==> src/hw/rtl/itrn_pkg.sv <==
package itrn_pkg;

    // ASCII codes of the numeral letters
    localparam logic [7:0] CH_I = 8'h49;
    localparam logic [7:0] CH_V = 8'h56;
    localparam logic [7:0] CH_X = 8'h58;
    localparam logic [7:0] CH_L = 8'h4C;
    localparam logic [7:0] CH_C = 8'h43;
    localparam logic [7:0] CH_D = 8'h44;
    localparam logic [7:0] CH_M = 8'h4D;
    localparam logic [7:0] CH_NONE = 8'h00;

    localparam int unsigned VALUE_W    = 12;
    localparam int unsigned MAX_VALUE  = 3999;
    localparam int unsigned ITRN_QDEPTH = 2;

    // Digit places
    localparam logic [1:0] PLACE_UNITS     = 2'd0;
    localparam logic [1:0] PLACE_TENS      = 2'd1;
    localparam logic [1:0] PLACE_HUNDREDS  = 2'd2;
    localparam logic [1:0] PLACE_THOUSANDS = 2'd3;

    // One classified request between front and back
    typedef struct packed {
        logic       err;
        logic [1:0] th;
        logic [3:0] hu;
        logic [3:0] te;
        logic [3:0] un;
    } itrn_entry_t;

    typedef struct packed {
        logic        push;
        itrn_entry_t entry;
    } itrn_wr_t;

    typedef struct packed {
        logic        avail;
        itrn_entry_t entry;
    } itrn_rd_t;

    function automatic logic [7:0] unit_letter(input logic [1:0] place);
        logic [7:0] r;
        case (place)
            PLACE_UNITS:    r = CH_I;
            PLACE_TENS:     r = CH_X;
            PLACE_HUNDREDS: r = CH_C;
            default:        r = CH_M;
        endcase
        return r;
    endfunction

    function automatic logic [7:0] five_letter(input logic [1:0] place);
        logic [7:0] r;
        case (place)
            PLACE_UNITS:    r = CH_V;
            PLACE_TENS:     r = CH_L;
            PLACE_HUNDREDS: r = CH_D;
            default:        r = CH_M;
        endcase
        return r;
    endfunction

    function automatic logic [7:0] ten_letter(input logic [1:0] place);
        logic [7:0] r;
        case (place)
            PLACE_UNITS:    r = CH_X;
            PLACE_TENS:     r = CH_C;
            default:        r = CH_M;
        endcase
        return r;
    endfunction

    // Number of letters a decimal digit produces
    function automatic logic [2:0] pat_len(input logic [3:0] d);
        logic [2:0] r;
        case (d)
            4'd1:    r = 3'd1;
            4'd2:    r = 3'd2;
            4'd3:    r = 3'd3;
            4'd4:    r = 3'd2;
            4'd5:    r = 3'd1;
            4'd6:    r = 3'd2;
            4'd7:    r = 3'd3;
            4'd8:    r = 3'd4;
            4'd9:    r = 3'd2;
            default: r = 3'd0;
        endcase
        return r;
    endfunction

    // Letter at position idx of digit d's pattern
    function automatic logic [7:0] pat_letter(input logic [3:0] d, input logic [1:0] idx,
                                              input logic [1:0] place);
        logic [7:0] r;
        case (d)
            4'd4:                   r = (idx == 2'd0) ? unit_letter(place) : five_letter(place);
            4'd9:                   r = (idx == 2'd0) ? unit_letter(place) : ten_letter(place);
            4'd5, 4'd6, 4'd7, 4'd8: r = (idx == 2'd0) ? five_letter(place) : unit_letter(place);
            default:                r = unit_letter(place);
        endcase
        return r;
    endfunction

endpackage

==> src/hw/rtl/itrn_front.sv <==
module itrn_front
    import itrn_pkg::*;
(
    input  logic               clk,
    input  logic               rst_n,
    input  logic [VALUE_W-1:0] value,
    input  logic               push,
    output logic               full,
    input  logic               q_full,
    output itrn_wr_t           wr
);

    typedef enum logic [3:0] {
        F_IDLE = 4'b0001,
        F_TH   = 4'b0010,
        F_HU   = 4'b0100,
        F_PUSH = 4'b1000
    } front_state_t;

    front_state_t       state_reg, state_next;
    logic [VALUE_W-1:0] val_reg, val_next;
    logic [9:0]         rem_reg, rem_next;
    logic [1:0]         th_reg, th_next;
    logic [3:0]         hu_reg, hu_next;
    logic               err_reg, err_next;

    logic [1:0]  th_c;
    logic [11:0] th_base;
    logic [3:0]  hu_c;
    logic [9:0]  hu_base;
    logic [3:0]  te_c;
    logic [6:0]  te_base;

    // Thousands by compare
    always_comb
    begin
        th_c    = 2'd0;
        th_base = 12'd0;
        if (val_reg >= 12'd3000)
        begin
            th_c    = 2'd3;
            th_base = 12'd3000;
        end
        else if (val_reg >= 12'd2000)
        begin
            th_c    = 2'd2;
            th_base = 12'd2000;
        end
        else if (val_reg >= 12'd1000)
        begin
            th_c    = 2'd1;
            th_base = 12'd1000;
        end
    end

    // Hundreds and tens by parallel compares
    always_comb
    begin
        hu_c    = 4'd0;
        hu_base = 10'd0;
        for (int k = 1; k <= 9; k++)
        begin
            if (rem_reg >= 10'(k * 100))
            begin
                hu_c    = 4'(k);
                hu_base = 10'(k * 100);
            end
        end
    end

    always_comb
    begin
        te_c    = 4'd0;
        te_base = 7'd0;
        for (int k = 1; k <= 9; k++)
        begin
            if (rem_reg[6:0] >= 7'(k * 10))
            begin
                te_c    = 4'(k);
                te_base = 7'(k * 10);
            end
        end
    end

    always_comb
    begin
        state_next = state_reg;
        val_next   = val_reg;
        rem_next   = rem_reg;
        th_next    = th_reg;
        hu_next    = hu_reg;
        err_next   = err_reg;
        wr         = '0;
        case (state_reg)
            F_IDLE:
            begin
                if (push)
                begin
                    val_next   = value;
                    state_next = F_TH;
                end
            end
            F_TH:
            begin
                err_next = (val_reg == '0) || (val_reg > VALUE_W'(MAX_VALUE));
                th_next  = th_c;
                rem_next = 10'(val_reg - th_base);
                state_next = ((val_reg == '0) || (val_reg > VALUE_W'(MAX_VALUE))) ?
                             F_PUSH : F_HU;
            end
            F_HU:
            begin
                hu_next    = hu_c;
                rem_next   = rem_reg - hu_base;
                state_next = F_PUSH;
            end
            F_PUSH:
            begin
                wr.entry.err = err_reg;
                wr.entry.th  = err_reg ? 2'd0 : th_reg;
                wr.entry.hu  = err_reg ? 4'd0 : hu_reg;
                wr.entry.te  = err_reg ? 4'd0 : te_c;
                wr.entry.un  = err_reg ? 4'd0 : 4'(rem_reg[6:0] - te_base);
                if (!q_full)
                begin
                    wr.push    = 1'b1;
                    state_next = F_IDLE;
                end
            end
            default:
            begin
                state_next = F_IDLE;
            end
        endcase
    end

    assign full = (state_reg != F_IDLE);

    always_ff @(posedge clk or negedge rst_n)
    begin
        if (!rst_n)
        begin
            state_reg <= F_IDLE;
        end
        else
        begin
            state_reg <= state_next;
        end
    end

    always_ff @(posedge clk)
    begin
        val_reg <= val_next;
        rem_reg <= rem_next;
        th_reg  <= th_next;
        hu_reg  <= hu_next;
        err_reg <= err_next;
    end

endmodule

==> src/hw/rtl/itrn_queue.sv <==
module itrn_queue
    import itrn_pkg::*;
#(
    parameter int unsigned DEPTH = ITRN_QDEPTH
)
(
    input  logic     clk,
    input  logic     rst_n,
    input  itrn_wr_t wr,
    output logic     q_full,
    input  logic     rd_pop,
    output itrn_rd_t rd
);

    localparam int unsigned AW = (DEPTH > 1) ? $clog2(DEPTH) : 1;
    localparam int unsigned CW = $clog2(DEPTH + 1);

    itrn_entry_t   mem_reg [DEPTH];
    logic [AW-1:0] wr_ptr_reg, wr_ptr_next;
    logic [AW-1:0] rd_ptr_reg, rd_ptr_next;
    logic [CW-1:0] count_reg, count_next;
    logic          do_wr, do_rd;

    assign q_full   = (count_reg == CW'(DEPTH));
    assign rd.avail = (count_reg != '0);
    assign rd.entry = mem_reg[rd_ptr_reg];
    assign do_wr    = wr.push && !q_full;
    assign do_rd    = rd_pop && rd.avail;

    always_comb
    begin
        wr_ptr_next = wr_ptr_reg;
        rd_ptr_next = rd_ptr_reg;
        count_next  = count_reg;
        if (do_wr)
        begin
            wr_ptr_next = (wr_ptr_reg == AW'(DEPTH - 1)) ? '0 : wr_ptr_reg + 1'b1;
        end
        if (do_rd)
        begin
            rd_ptr_next = (rd_ptr_reg == AW'(DEPTH - 1)) ? '0 : rd_ptr_reg + 1'b1;
        end
        if (do_wr && !do_rd)
        begin
            count_next = count_reg + 1'b1;
        end
        else if (do_rd && !do_wr)
        begin
            count_next = count_reg - 1'b1;
        end
    end

    always_ff @(posedge clk or negedge rst_n)
    begin
        if (!rst_n)
        begin
            wr_ptr_reg <= '0;
            rd_ptr_reg <= '0;
            count_reg  <= '0;
        end
        else
        begin
            wr_ptr_reg <= wr_ptr_next;
            rd_ptr_reg <= rd_ptr_next;
            count_reg  <= count_next;
        end
    end

    always_ff @(posedge clk)
    begin
        if (do_wr)
        begin
            mem_reg[wr_ptr_reg] <= wr.entry;
        end
    end

endmodule

==> src/hw/rtl/itrn_back.sv <==
module itrn_back
    import itrn_pkg::*;
(
    input  logic       clk,
    input  logic       rst_n,
    input  itrn_rd_t   rd,
    output logic       rd_pop,
    output logic [7:0] letter,
    output logic       last,
    output logic       range_error,
    output logic       empty,
    input  logic       pop
);

    typedef enum logic [2:0] {
        B_IDLE  = 3'b001,
        B_RUN   = 3'b010,
        B_FAULT = 3'b100
    } back_state_t;

    back_state_t     state_reg, state_next;
    logic [3:0][3:0] digits_reg, digits_next;
    logic [1:0]      rep_reg, rep_next;
    logic            out_valid_reg, out_valid_next;
    logic [7:0]      letter_reg, letter_next;
    logic            last_reg, last_next;
    logic            err_reg, err_next;

    logic [1:0] place;
    logic [3:0] dig;
    logic [2:0] len;
    logic       digit_done;
    logic       can_emit;
    logic       out_load;

    // Highest non-zero digit is the one being spelled
    always_comb
    begin
        if (digits_reg[3] != 4'd0)
        begin
            place = PLACE_THOUSANDS;
        end
        else if (digits_reg[2] != 4'd0)
        begin
            place = PLACE_HUNDREDS;
        end
        else if (digits_reg[1] != 4'd0)
        begin
            place = PLACE_TENS;
        end
        else
        begin
            place = PLACE_UNITS;
        end
    end

    assign dig        = digits_reg[place];
    assign len        = pat_len(dig);
    assign digit_done = ({1'b0, rep_reg} == (len - 3'd1));
    assign can_emit   = !out_valid_reg || pop;

    always_comb
    begin
        state_next  = state_reg;
        digits_next = digits_reg;
        rep_next    = rep_reg;
        rd_pop      = 1'b0;
        out_load    = 1'b0;
        letter_next = letter_reg;
        last_next   = last_reg;
        err_next    = err_reg;
        case (state_reg)
            B_IDLE:
            begin
                if (rd.avail)
                begin
                    rd_pop      = 1'b1;
                    digits_next = {{2'b00, rd.entry.th}, rd.entry.hu, rd.entry.te, rd.entry.un};
                    rep_next    = 2'd0;
                    state_next  = rd.entry.err ? B_FAULT : B_RUN;
                end
            end
            B_RUN:
            begin
                if (can_emit)
                begin
                    out_load    = 1'b1;
                    letter_next = pat_letter(dig, rep_reg, place);
                    err_next    = 1'b0;
                    last_next   = 1'b0;
                    if (digit_done)
                    begin
                        digits_next[place] = 4'd0;
                        rep_next           = 2'd0;
                        if (digits_next == '0)
                        begin
                            last_next  = 1'b1;
                            state_next = B_IDLE;
                        end
                    end
                    else
                    begin
                        rep_next = rep_reg + 2'd1;
                    end
                end
            end
            B_FAULT:
            begin
                if (can_emit)
                begin
                    out_load    = 1'b1;
                    letter_next = CH_NONE;
                    last_next   = 1'b1;
                    err_next    = 1'b1;
                    state_next  = B_IDLE;
                end
            end
            default:
            begin
                state_next = B_IDLE;
            end
        endcase
    end

    always_comb
    begin
        out_valid_next = out_valid_reg;
        if (out_load)
        begin
            out_valid_next = 1'b1;
        end
        else if (pop)
        begin
            out_valid_next = 1'b0;
        end
    end

    assign letter      = letter_reg;
    assign last        = last_reg;
    assign range_error = err_reg;
    assign empty       = !out_valid_reg;

    always_ff @(posedge clk or negedge rst_n)
    begin
        if (!rst_n)
        begin
            state_reg     <= B_IDLE;
            out_valid_reg <= 1'b0;
            digits_reg    <= '0;
            rep_reg       <= 2'd0;
        end
        else
        begin
            state_reg     <= state_next;
            out_valid_reg <= out_valid_next;
            digits_reg    <= digits_next;
            rep_reg       <= rep_next;
        end
    end

    always_ff @(posedge clk)
    begin
        if (out_load)
        begin
            letter_reg <= letter_next;
            last_reg   <= last_next;
            err_reg    <= err_next;
        end
    end

endmodule

==> src/hw/rtl/integer_to_roman_numeral.sv <==
// Integer to Roman numeral converter.
//
// Input channel: present a 12-bit value with push; it is taken on a rising
// edge where push is high and full is low. Valid values run from 1 to 3999.
// Output channel: while empty is low, letter holds the oldest waiting ASCII
// letter (I V X L C D M), most significant first; take it with pop. last marks
// the final letter of a value. A value of 0 or above 3999 gives one request
// with letter 0, last 1 and range_error 1.
// The front splits a taken value into decimal digits through the states
// F_TH, F_HU and F_PUSH (F_HU is skipped for a value out of range), and full
// stays high from taking a value until its digits are written into the queue;
// the back loads each value from the queue and then spells one letter per
// cycle while the receiver keeps taking them. A queue of QUEUE_DEPTH split
// values lets the front run ahead while the back is spelling.
// When the receiver stalls, the current letter holds on the ports, the back
// waits, the queue fills and then full holds off further requests.
// Reset (rst_n low, asynchronous) drops everything in flight: empty goes
// high and full goes low.
module integer_to_roman_numeral
    import itrn_pkg::*;
#(
    parameter int unsigned QUEUE_DEPTH = ITRN_QDEPTH
)
(
    input  logic               clk,
    input  logic               rst_n,
    input  logic [VALUE_W-1:0] value,
    input  logic               push,
    output logic               full,
    output logic [7:0]         letter,
    output logic               last,
    output logic               range_error,
    output logic               empty,
    input  logic               pop
);

    itrn_wr_t wr;
    itrn_rd_t rd;
    logic     q_full;
    logic     rd_pop;

    // Accept and split the value into decimal digits
    itrn_front u_front (
        .clk    (clk),
        .rst_n  (rst_n),
        .value  (value),
        .push   (push),
        .full   (full),
        .q_full (q_full),
        .wr     (wr)
    );

    // Hold split values between front and back
    itrn_queue #(
        .DEPTH (QUEUE_DEPTH)
    ) u_queue (
        .clk    (clk),
        .rst_n  (rst_n),
        .wr     (wr),
        .q_full (q_full),
        .rd_pop (rd_pop),
        .rd     (rd)
    );

    // Spell the digits one letter per cycle, while the receiver keeps up, into the output register
    itrn_back u_back (
        .clk         (clk),
        .rst_n       (rst_n),
        .rd          (rd),
        .rd_pop      (rd_pop),
        .letter      (letter),
        .last        (last),
        .range_error (range_error),
        .empty       (empty),
        .pop         (pop)
    );

endmodule

==> config.mk <==
export PLATFORM = sky130hd
export DESIGN_NAME = integer_to_roman_numeral
export DESIGN_NICKNAME = d
export VERILOG_FILES = /design/src/hw/rtl/itrn_pkg.sv /design/src/hw/rtl/itrn_front.sv /design/src/hw/rtl/itrn_queue.sv /design/src/hw/rtl/itrn_back.sv /design/src/hw/rtl/integer_to_roman_numeral.sv
export SDC_FILE = /design/constraint.sdc
export NUM_CORES = 1
export LEC_CHECK = 0
export ABC_AREA = 1
export BUFFER_PORTS_ARGS = -buffer_cell sky130_fd_sc_hd__buf_2
export CAP_MARGIN = 40
export CORE_UTILIZATION = 30
export DETAILED_ROUTE_END_ITERATION = 10
export GPL_TIMING_DRIVEN = 0
export PLACE_DENSITY = 0.44
export SLEW_MARGIN = 20
export SYNTH_ARGS = -nofsm -noshare
export SYNTH_HDL_FRONTEND = slang
export SYNTH_SLANG_ARGS = --single-unit
==> constraint.sdc <==
create_clock -name clk -period 8.5 [get_ports clk]
set_input_delay 0.425 -clock clk [delete_from_list [all_inputs] [get_ports clk]]
set_output_delay 0.425 -clock clk [all_outputs]
set_load 0.01 [all_outputs]
==> metrics, run 1 <==
Post-Syn Area per Cell=8.33 um^2; WL final=12.6 mm; layout cells sized above 1=0.112; Seq/Total Area, Yosys=0.492; DR iter-0 viols=244; Buf/Inv on CP=3; Post-CTS Hold Buffers=0; top cell family by delay on the critical path=compound AO/OA/AOI/OAI gates; maximum clock frequency=277 MHz; # rows=49; Final nets=753; ANT cells=0; worst endpoint required time=8.58 ns; Simple-Gate Fraction of Synth Area=0.255; Peak supply drop=0.000117 V; async set-reset flop share out of synthesis=0.309; Hold Fails Final Rpt=0; flops & latches, synth=97; dpl cells=932; critical path endpoint category=register; initial antenna violation count=0; DRC Markers=0; Pre-Repair DR Iteration Count=8; post_cts resized=0; RSZ-0062 raised after global routing=false; Worst Tran Pin Value=0.728 ns; maximum clock path buffer count=2; first-pass GRT wire length=21.4 mm; H-tree levels=3; IO buf count=25; Worst Hold Class=in -> async; WHS=0.133 ns; max reg flops=30; mux contribution to synthesized area=0.00356; Main synth FF type=edfxtp_1; min Tclk post-route=3.61 ns; vias=4543; Yosys warnings=0; Core ar.=18100 um^2; Final Setup Violations=0; clk slew on worst S/H paths=0.07 ns; CTS tree=built; die area=19300 um^2; global route overflow=0; critical path cell sequence=clkbuf_1, nor2_1, inv_1, a311oi_1, nand2_1, o21ai_0, nand2_1, nand2_1, nand2_1, nand2_1, ha_1, inv_1, fa_1, a21o_1, a21oi_1, nor2_1, o21ai_0, nand2_1, o21ai_0, nand2_1; Final HPWL DP=9.84 mm; Initial Utilization=0.310; Post-CTS Setup Bufs=0; via/cell ratio=4.78; Placer Congestion=0.883; Die Y=139 um; Crit Path Max Fanout=8; Synth Area in Adders=0.0485; number of library cell types mapped by synthesis=50; Clock Skew=0.00684 ns; non-filler cells, final=951; setup TNS=0 ns; XOR/XNOR Fraction of Synth Area=0.0140; Cell Pwr Density=348 nW/um^2; global-route usage over all layers=0.139; Area Growth Syn to Fin=13.1%; power consumption=2.21 mW; compound-gate portion of the synthesized area=0.108; number of synthesized flops with an enable pin=67; CP max-delay cell=edfxtp_1; cell area after synthesis=5620 um^2; Critical Path Max Stage Delay=0.42 ns; CTS Sinks=97; Max transition margin=0.511; Worst setup SP type=register; status=complete, no violations; Most common cell on crit path=nand2_1; Inserted Clock Buffers=9; Clock Latency Late Sink=0.34 ns; CTS Root Cell=clkbuf_16; largest net degree at the start of global routing=31; Crit Path Class=reg -> reg; Routed WL per cell=13.3 um; post-route ant nets=0; largest family of logic cells by synthesized area=simple AND/OR/NAND/NOR gates; vias in the first global route=4481; # IOs=28; DIE WIDTH=139 um; LEAKAGE=2.88 nW; count of pins over their slew limit=0; Max-Cap Viols=0; Synth Instances=675; Final Cycle Share=0.425; Arr. time, crit path=3.70 ns
[logic make-up (layout without fill, tap and decap cells)]
logic type	count (synthesis)	count (layout)
AND/OR/NAND/NOR	330	330
AO/OA/AOI/OAI	106	106
other	1	2
flip-flops	97	97
multiplexers	2	2
buffers and inverters	110	156
adder cells (fa/ha/maj)	20	20
XOR/XNOR	9	9
[cells in the mapped netlist (2+ instances only)]
| master | n | share of area |
|---|---|---|
| o21ai_1 | 10 | 0.0089 |
| buf_6 | 2 | 0.0040 |
| ha_1 | 17 | 0.038 |
| nor2_2 | 4 | 0.0045 |
| fa_1 | 3 | 0.011 |
| clkbuf_1 | 10 | 0.0067 |
| dfrtp_1 | 28 | 0.12 |
| nand2_1 | 161 | 0.11 |
| xor2_1 | 5 | 0.0078 |
| edfxtp_1 | 67 | 0.36 |
| a21oi_1 | 25 | 0.022 |
| o21bai_1 | 2 | 0.0027 |
| dfstp_2 | 2 | 0.0093 |
| o211ai_1 | 4 | 0.0053 |
| nand2_2 | 8 | 0.0089 |
| o22ai_1 | 3 | 0.0033 |
| nor2_1 | 88 | 0.059 |
| o21ai_0 | 37 | 0.033 |
| o21a_1 | 2 | 0.0027 |
| inv_1 | 90 | 0.060 |
| nor3_1 | 9 | 0.0080 |
| nand4_1 | 10 | 0.011 |
| o31ai_1 | 5 | 0.0067 |
| inv_2 | 4 | 0.0027 |
| buf_4 | 3 | 0.0040 |
| mux2i_1 | 2 | 0.0036 |
| a31oi_1 | 9 | 0.010 |
| or2_2 | 2 | 0.0022 |
| nand3_1 | 35 | 0.031 |
| nor4_1 | 3 | 0.0033 |
| xnor2_1 | 4 | 0.0062 |
| nand3_2 | 3 | 0.0053 |
[layout make-up]
class	count	area (um^2)
fillers	1918	11800
flip-flops and latches	97	2770
multi-input cells	469	2430
inverters	95	357
well taps	229	287
clock buffers	12	246
repair buffers	30	168
plain buffers	15	82.6
clock inverters	4	28.8
[cells in the final DEF (no fill, tap or decap), types with 5 or more instances in the layout]
cell type / count
buf_2: 26
a21oi_1: 25
a31oi_1: 9
dfrtp_1: 28
o21ai_1: 10
nand2_2: 8
inv_1: 90
nand4_1: 10
nor3_1: 9
edfxtp_1: 67
xor2_1: 5
buf_4: 5
nor2_2: 6
nand3_1: 35
ha_1: 17
clkbuf_16: 9
nor2_1: 86
clkbuf_1: 12
o21ai_0: 37
nand2_1: 161
o31ai_1: 5
[power by group]
group,switching [mW],internal (mW)
Sequential,0.0919,0.648
Clock,0.172,0.207
Combinational,0.711,0.381
[metrics by stage]
step           worst slack, ns  utilization  cell area (um^2)
6_report                  4.89        0.350              6360
3_5_place_dp              4.91        0.334              6060
5_1_grt                   4.40        0.350              6360
4_1_cts                   4.89        0.349              6330
3_3_place_gp              4.89        0.333              6040
2_1_floorplan             5.37            -              5630
[per-layer routing]
metal | global-route usage | vias to the layer above | wire length [um] | share of wire
met5 | 0 | - | 0 | 0
met3 | 0.0331 | 20 | 437 | 0.035
met4 | 0.0474 | 0 | 250 | 0.020
li1 | - | 2318 | - | -
met1 | 0.157 | 2116 | 5380 | 0.43
met2 | 0.257 | 89 | 6580 | 0.52
[final timing paths]
kind / cells after the start / endpoint / slack, ns / startpoint
worst max register to register: 20 / u_front.rem_reg[8] / 4.89 / u_front.rem_reg[5]
min in group clk: 2 / u_front.state_reg[0] / 0.25 / push
worst min register to register: 2 / u_back.state_reg[1] / 0.50 / u_back.state_reg[1]
worst min-delay path: 1 / u_back.out_valid_reg / 0.13 / rst_n
max in group asynchronous: 1 / u_back.digits_reg[12] / 7.90 / rst_n
worst max-delay path: 20 / u_front.rem_reg[8] / 4.89 / u_front.rem_reg[5]
Power figures use the tool's default switching activity.
==> inputs of run 2 (changes only) <==
clock period = 3.4 ns   (was 8.5 ns; I/O delays follow)
==> run 2 against run 1 <==
Against the previous run:
- sequential power grew to 2.5 times the previous value
- non-clock buffer count is 32 higher
- wire length is 4.0% higher
- sequential share of layout area is 2.5 points lower
- cell count is 3.4% higher
- clock skew hardly changed
- utilization is 2.1 points higher
- worst hold slack worse by 0.015 ns
- critical endpoint is now u_front.rem_reg[9]
==> metrics, run 2 (synthesis results as in run 1) <==
top cell family by delay on the critical path=simple AND/OR/NAND/NOR gates (was compound AO/OA/AOI/OAI gates); Area Growth Syn to Fin=20.0% (was 13.1%); maximum clock frequency=317 MHz (was 277 MHz); R2R cell count=22 (was 20); # IOs=28 (unchanged); clk slew on worst S/H paths=0.07 ns (about the same); Final nets=785 (was 753); WL final=13.2 mm (was 12.6 mm); non-filler cells, final=983 (was 951); Arr. time, crit path=3.25 ns (was 3.70 ns); Final Cycle Share=0.929 (was 0.425); Initial Utilization=0.310 (unchanged); Clock Latency Late Sink=0.34 ns (about the same); vias=4664 (was 4543); global route overflow=0 (unchanged); vias in the first global route=4590 (was 4481); first-pass GRT wire length=21.9 mm (was 21.4 mm); Reg2Reg Setup Slack=0.24 ns (was 4.89 ns); initial antenna violation count=0 (unchanged); Core ar.=18100 um^2 (unchanged); most frequent cells in the layout=nand2_1 (159), inv_1 (89), nor2_1 (83) (was nand2_1 (161), inv_1 (90), nor2_1 (86)); CTS Root Cell=clkbuf_16 (unchanged); Hold Fails Final Rpt=0 (unchanged); Max-Cap Viols=0 (unchanged); # rows=49 (unchanged); Routed WL per cell=13.4 um (was 13.3 um); Peak supply drop=0.000302 V (was 0.000117 V); dpl cells=932 (unchanged); DRC Markers=0 (unchanged); min Tclk post-route=3.16 ns (was 3.61 ns); Worst Hold Path EP=u_back.out_valid_reg; worst endpoint required time=3.50 ns (was 8.58 ns); power consumption=5.73 mW (was 2.21 mW); via/cell ratio=4.74 (was 4.78); Pre-Repair DR Iteration Count=6 (was 8); post-layout util=0.372 (was 0.350); Die Y=139 um (unchanged); Inserted Clock Buffers=9 (unchanged); ANT cells=0 (unchanged); H-tree levels=3 (unchanged); Worst Tran Pin Value=0.729 ns (was 0.728 ns); critical path endpoint category=register (unchanged); CTS Sinks=97 (unchanged); Final HPWL DP=9.84 mm (unchanged); post-route ant nets=0 (unchanged); min-delay src=pop; Critical Path Source=u_front.rem_reg[4] (was u_front.rem_reg[5]); area of the multi-input gates=2520 um^2 (was 2430 um^2); Most common cell on crit path=nand2_1 (unchanged); Placer Congestion=0.883 (unchanged); reg2reg end=u_front.rem_reg[9] (was u_front.rem_reg[8]); IO buf count=25 (unchanged); fillers=1884 (was 1918); Worst Hold Class=in -> reg (was in -> async); status=complete, no violations (unchanged); Register Area=2770 um^2 (unchanged); Worst setup SP type=register (unchanged); Clock Skew=0.00690 ns (was 0.00684 ns); Crit Path Max Fanout=5 (was 8); Critical Path Max Stage Delay=0.49 ns (was 0.42 ns); LEAKAGE=3.05 nW (was 2.88 nW); largest net degree at the start of global routing=31 (unchanged); CP max-delay cell=edfxtp_1 (unchanged); critical path cell sequence=buf_4, buf_4, nor2_4, a21oi_1, nor4_2, o21ai_1, nand2_1, nand2_1, nand2_1, nand2_1, ha_1, inv_1, nand3_1, nand2_1, nand2_1, nand2_1, a21oi_1, or2_2, nand2_1, a21oi_1, nor2_1, o21ai_1 (was clkbuf_1, nor2_1, inv_1, a311oi_1, nand2_1, o21ai_0, nand2_1, nand2_1, nand2_1, nand2_1, ha_1, inv_1, fa_1, a21o_1, a21oi_1, nor2_1, o21ai_0, nand2_1, o21ai_0, nand2_1); die area=19300 um^2 (unchanged); global-route usage over all layers=0.142 (was 0.139); maximum clock path buffer count=2 (unchanged); commonest non-fill, non-tap cell in the layout=nand2_1 (unchanged); count of pins over their slew limit=0 (unchanged); Cell Pwr Density=850 nW/um^2 (was 348 nW/um^2); Crit Path Class=reg -> reg (unchanged); Final Setup Violations=0 (unchanged); Worst R2R Start=u_front.rem_reg[4] (was u_front.rem_reg[5]); layout cells sized above 1=0.164 (was 0.112); Buf/Inv on CP=3 (unchanged); CTS tree=built (unchanged); DIE WIDTH=139 um (unchanged); DR iter-0 viols=221 (was 244); max reg flops=30 (unchanged); hold path cells=4; Max transition margin=0.511 (about the same); setup TNS=0 ns (unchanged)
==> run 2: changes by cell type in the layout (fill, tap and decap cells not counted), sizes merged <==
cell / change
buf: +22
clkbuf: -4
dlygate4sd3: +14
==> run 2: cell type report <==
cell class              count  area share
flip-flops and latches     97       0.410
multi-input cells         469       0.374
repair buffers             66      0.0701
inverters                  95      0.0528
well taps                 229      0.0425
clock buffers              12      0.0365
plain buffers              11      0.0100
clock inverters             4     0.00426
==> run 2: per-stage QoR <==
| step | worst slack [ns] | hold slack, ns | cell area, um^2 |
|---|---|---|---|
| final | 0.242 | 0.117 | 6750 |
| after global routing | -0.0293 | 0.125 | 6750 |
| after CTS | 0.0114 | 0.107 | 6510 |
| after detailed placement | -0.186 | 0.283 | 6060 |
| after global placement | -0.208 | 0.263 | 6040 |
| after floorplan | 0.275 | -0.126 | 5630 |
==> run 2: worst max path at each step <==
stage | endpoint | slack, ns | cells after the start
floorplan | u_front.rem_reg[8] | 0.27 | 21
global placement | u_front.rem_reg[8] | -0.21 | 20
detailed placement | u_front.rem_reg[8] | -0.19 | 20
CTS | u_front.rem_reg[8] | 0.01 | 21
global route | u_front.rem_reg[9] | -0.03 | 23
finish | u_front.rem_reg[9] | 0.24 | 22
==> run 2: per-layer routing <==
layer  vias to the layer above  GRT usage  part of all wire
met4                         0     0.0509             0.021
met5                         -          0                 0
li1                       2381          -                 -
met2                        83      0.264              0.53
met3                        18     0.0328             0.030
met1                      2182      0.158              0.42
==> run 2: tightest hold or removal path, cell delays in order <==
cell     delay, ns
buf_2         0.07
nor2_1        0.06
inv_1         0.07
nand2_1       0.05
==> run 2: timing repair <==
item	in CTS	in global routing
setup buffers	6	16
pin swaps	0	5
hold endpoints to repair	41	0
hold buffers	14	0
resized for setup	1	29
endpoints found under the setup margin	1	3
==> run 2: power by group <==
group | total (mW) | switching [mW] | leakage, nW | internal [mW]
Combinational | 2.93 | 1.85 | 1.87 | 1.07
Sequential | 1.86 | 0.236 | 1.06 | 1.62
Clock | 0.949 | 0.433 | 0.129 | 0.517
==> inputs of run 3 (changes only) <==
CORE_MARGIN = 3   (was unset)
==> run 3 against run 2 <==
Against the previous run:
- worst hold slack better by 0.0096 ns
- critical path type unchanged
- critical endpoint is now u_front.rem_reg[8]
- die area increased by 5.8%
- utilization is 0.76 points lower
==> metrics, run 3 (synthesis results as in run 1) <==
Peak supply drop=0.000290 V (was 0.000302 V); M2 GR Usage=0.242 (was 0.264); Initial Utilization=0.309 (was 0.310); DIE WIDTH=143 um (was 139 um); Max transition margin=0.449 (was 0.511); CTS tree=built (unchanged); Crit Path Class=reg -> reg (unchanged); Register Area=2770 um^2 (unchanged); count of pins over their slew limit=0 (unchanged); critical path endpoint category=register (unchanged); Final Cycle Share=0.933 (was 0.929); Inserted Clock Buffers=9 (unchanged); fillers=1844 (was 1884); CTS Root Cell=clkbuf_16 (unchanged); die area=20400 um^2 (was 19300 um^2); Final Setup Violations=0 (unchanged); Worst Tran Pin Value=0.825 ns (was 0.729 ns); IO buf count=25 (unchanged); Hold Fails Final Rpt=0 (unchanged); # IOs=28 (unchanged); Die Y=143 um (was 139 um); Arr. time, crit path=3.26 ns (was 3.25 ns); Top Usage Layer GRT=met2 (unchanged); Worst setup SP type=register (unchanged); met3 Track Usage GR=0.0301 (was 0.0328); post-route ant nets=0 (unchanged); status=complete, no violations (unchanged); Reg2Reg Setup Slack=0.23 ns (was 0.24 ns); Clock Latency Late Sink=0.34 ns (about the same); Worst Hold Class=in -> reg (unchanged); initial antenna violation count=0 (unchanged); min Tclk post-route=3.17 ns (was 3.16 ns); ANT cells=0 (unchanged); Cell Pwr Density=858 nW/um^2 (was 850 nW/um^2); # rows=49 (unchanged); vias in the first global route=4507 (was 4590); Area Growth Syn to Fin=18.0% (was 20.0%); Core ar.=18200 um^2 (was 18100 um^2); H-tree levels=3 (unchanged); CTS Sinks=97 (unchanged); Final nets=772 (was 785); first-pass GRT wire length=21.7 mm (was 21.9 mm); global-route usage over all layers=0.132 (was 0.142); commonest non-fill, non-tap cell in the layout=nand2_1 (unchanged); Placer Congestion=0.877 (was 0.883); max reg flops=30 (unchanged); layout cells sized above 1=0.143 (was 0.164); LEAKAGE=3.00 nW (was 3.05 nW); Final HPWL DP=9.78 mm (was 9.84 mm); global route overflow=0 (unchanged); RSZ-0062 raised after global routing=false; Crit Path Max Fanout=8 (was 5); WL final=12.9 mm (was 13.2 mm); Clock Skew=0.00588 ns (was 0.00690 ns); maximum clock frequency=315 MHz (was 317 MHz); vias=4568 (was 4664); GR Layer Usage met1=0.154 (was 0.158); largest net degree at the start of global routing=31 (unchanged); DR iter-0 viols=218 (was 221); maximum clock path buffer count=2 (unchanged); area of the multi-input gates=2490 um^2 (was 2520 um^2); clk slew on worst S/H paths=0.07 ns (about the same); most frequent cells in the layout=nand2_1 (161), inv_1 (90), nor2_1 (84) (was nand2_1 (159), inv_1 (89), nor2_1 (83)); Routed WL per cell=13.3 um (was 13.4 um); design area=6630 um^2 (was 6750 um^2); worst endpoint required time=3.49 ns (was 3.50 ns); Max-Cap Viols=0 (unchanged); Pre-Repair DR Iteration Count=5 (was 6); post-layout util=0.364 (was 0.372); via/cell ratio=4.71 (was 4.74); placed inst area=6050 um^2 (was 6060 um^2); DRC Markers=0 (unchanged)
-- run 3: final timing paths --
check	start	depth (start not counted)	end
worst min register to register	u_queue.wr_ptr_reg	1	u_queue.wr_ptr_reg
max in group asynchronous	rst_n	3	u_back.state_reg[0]
min in group asynchronous	rst_n	3	u_back.digits_reg[4]
worst max register to register	u_front.rem_reg[6]	21	u_front.rem_reg[8]
worst min-delay path	pop	4	u_back.out_valid_reg
worst max-delay path	u_front.rem_reg[6]	21	u_front.rem_reg[8]
-- run 3: repair_timing --
item	in CTS	in global routing
hold buffers	14	0
endpoints found under the hold margin	41	0
endpoints found under the setup margin	1	22
gates resized for setup	1	20
pin swaps	0	3
buffers inserted	4	6
-- run 3: per-layer routing --
metal	vias up	wire length, um	share of wire
met1	2123	5690	0.44
met2	74	6660	0.52
li1	2358	-	-
met5	-	0	0
met4	0	214	0.017
met3	13	329	0.026
-- run 3: worst max-delay path: stages, from the launching register on --
cell	delay, ns
edfxtp_1	0.53
nand2_1	0.12
inv_1	0.05
nand3_1	0.06
inv_1	0.07
a311oi_2	0.28
nand2_1	0.11
o21ai_1	0.12
nand2_1	0.06
nand2_1	0.07
nand2_1	0.07
nand2_1	0.07
ha_1	0.13
inv_1	0.06
fa_2	0.35
a21o_1	0.17
a21oi_2	0.14
nor2_1	0.07
o21ai_1	0.11
nand2_1	0.08
o21ai_1	0.12
nand2_1	0.07
-- run 3: report_power, final --
part	switching (mW)	internal, mW
registers	0.244	1.62
logic	1.82	1.03
clock network	0.464	0.510
total	2.53	3.16
-- run 3: stage by stage --
stage | hold WS [ns] | setup slack, ns | setup TNS (ns) | std cells | total power [mW]
floorplan | -0.126 | 0.275 | 0 | 676 | 3.91
global placement | 0.261 | -0.166 | -0.166 | 930 | 4.56
detailed placement | 0.269 | -0.181 | -0.181 | 931 | 4.62
CTS | 0.108 | 0.00479 | 0 | 961 | 5.65
global route | 0.143 | 0.00159 | 0 | 970 | 6.25
finish | 0.127 | 0.228 | 0 | 970 | 5.69
-- run 3: area by class of cell --
| cell class | instances | share of cell area |
|---|---|---|
| multi-input cells | 469 | 0.376 |
| inverters | 95 | 0.0538 |
| repair buffers | 53 | 0.0574 |
| well taps | 229 | 0.0432 |
| clock inverters | 7 | 0.00887 |
| plain buffers | 11 | 0.0102 |
| clock buffers | 9 | 0.0340 |
| flip-flops and latches | 97 | 0.417 |
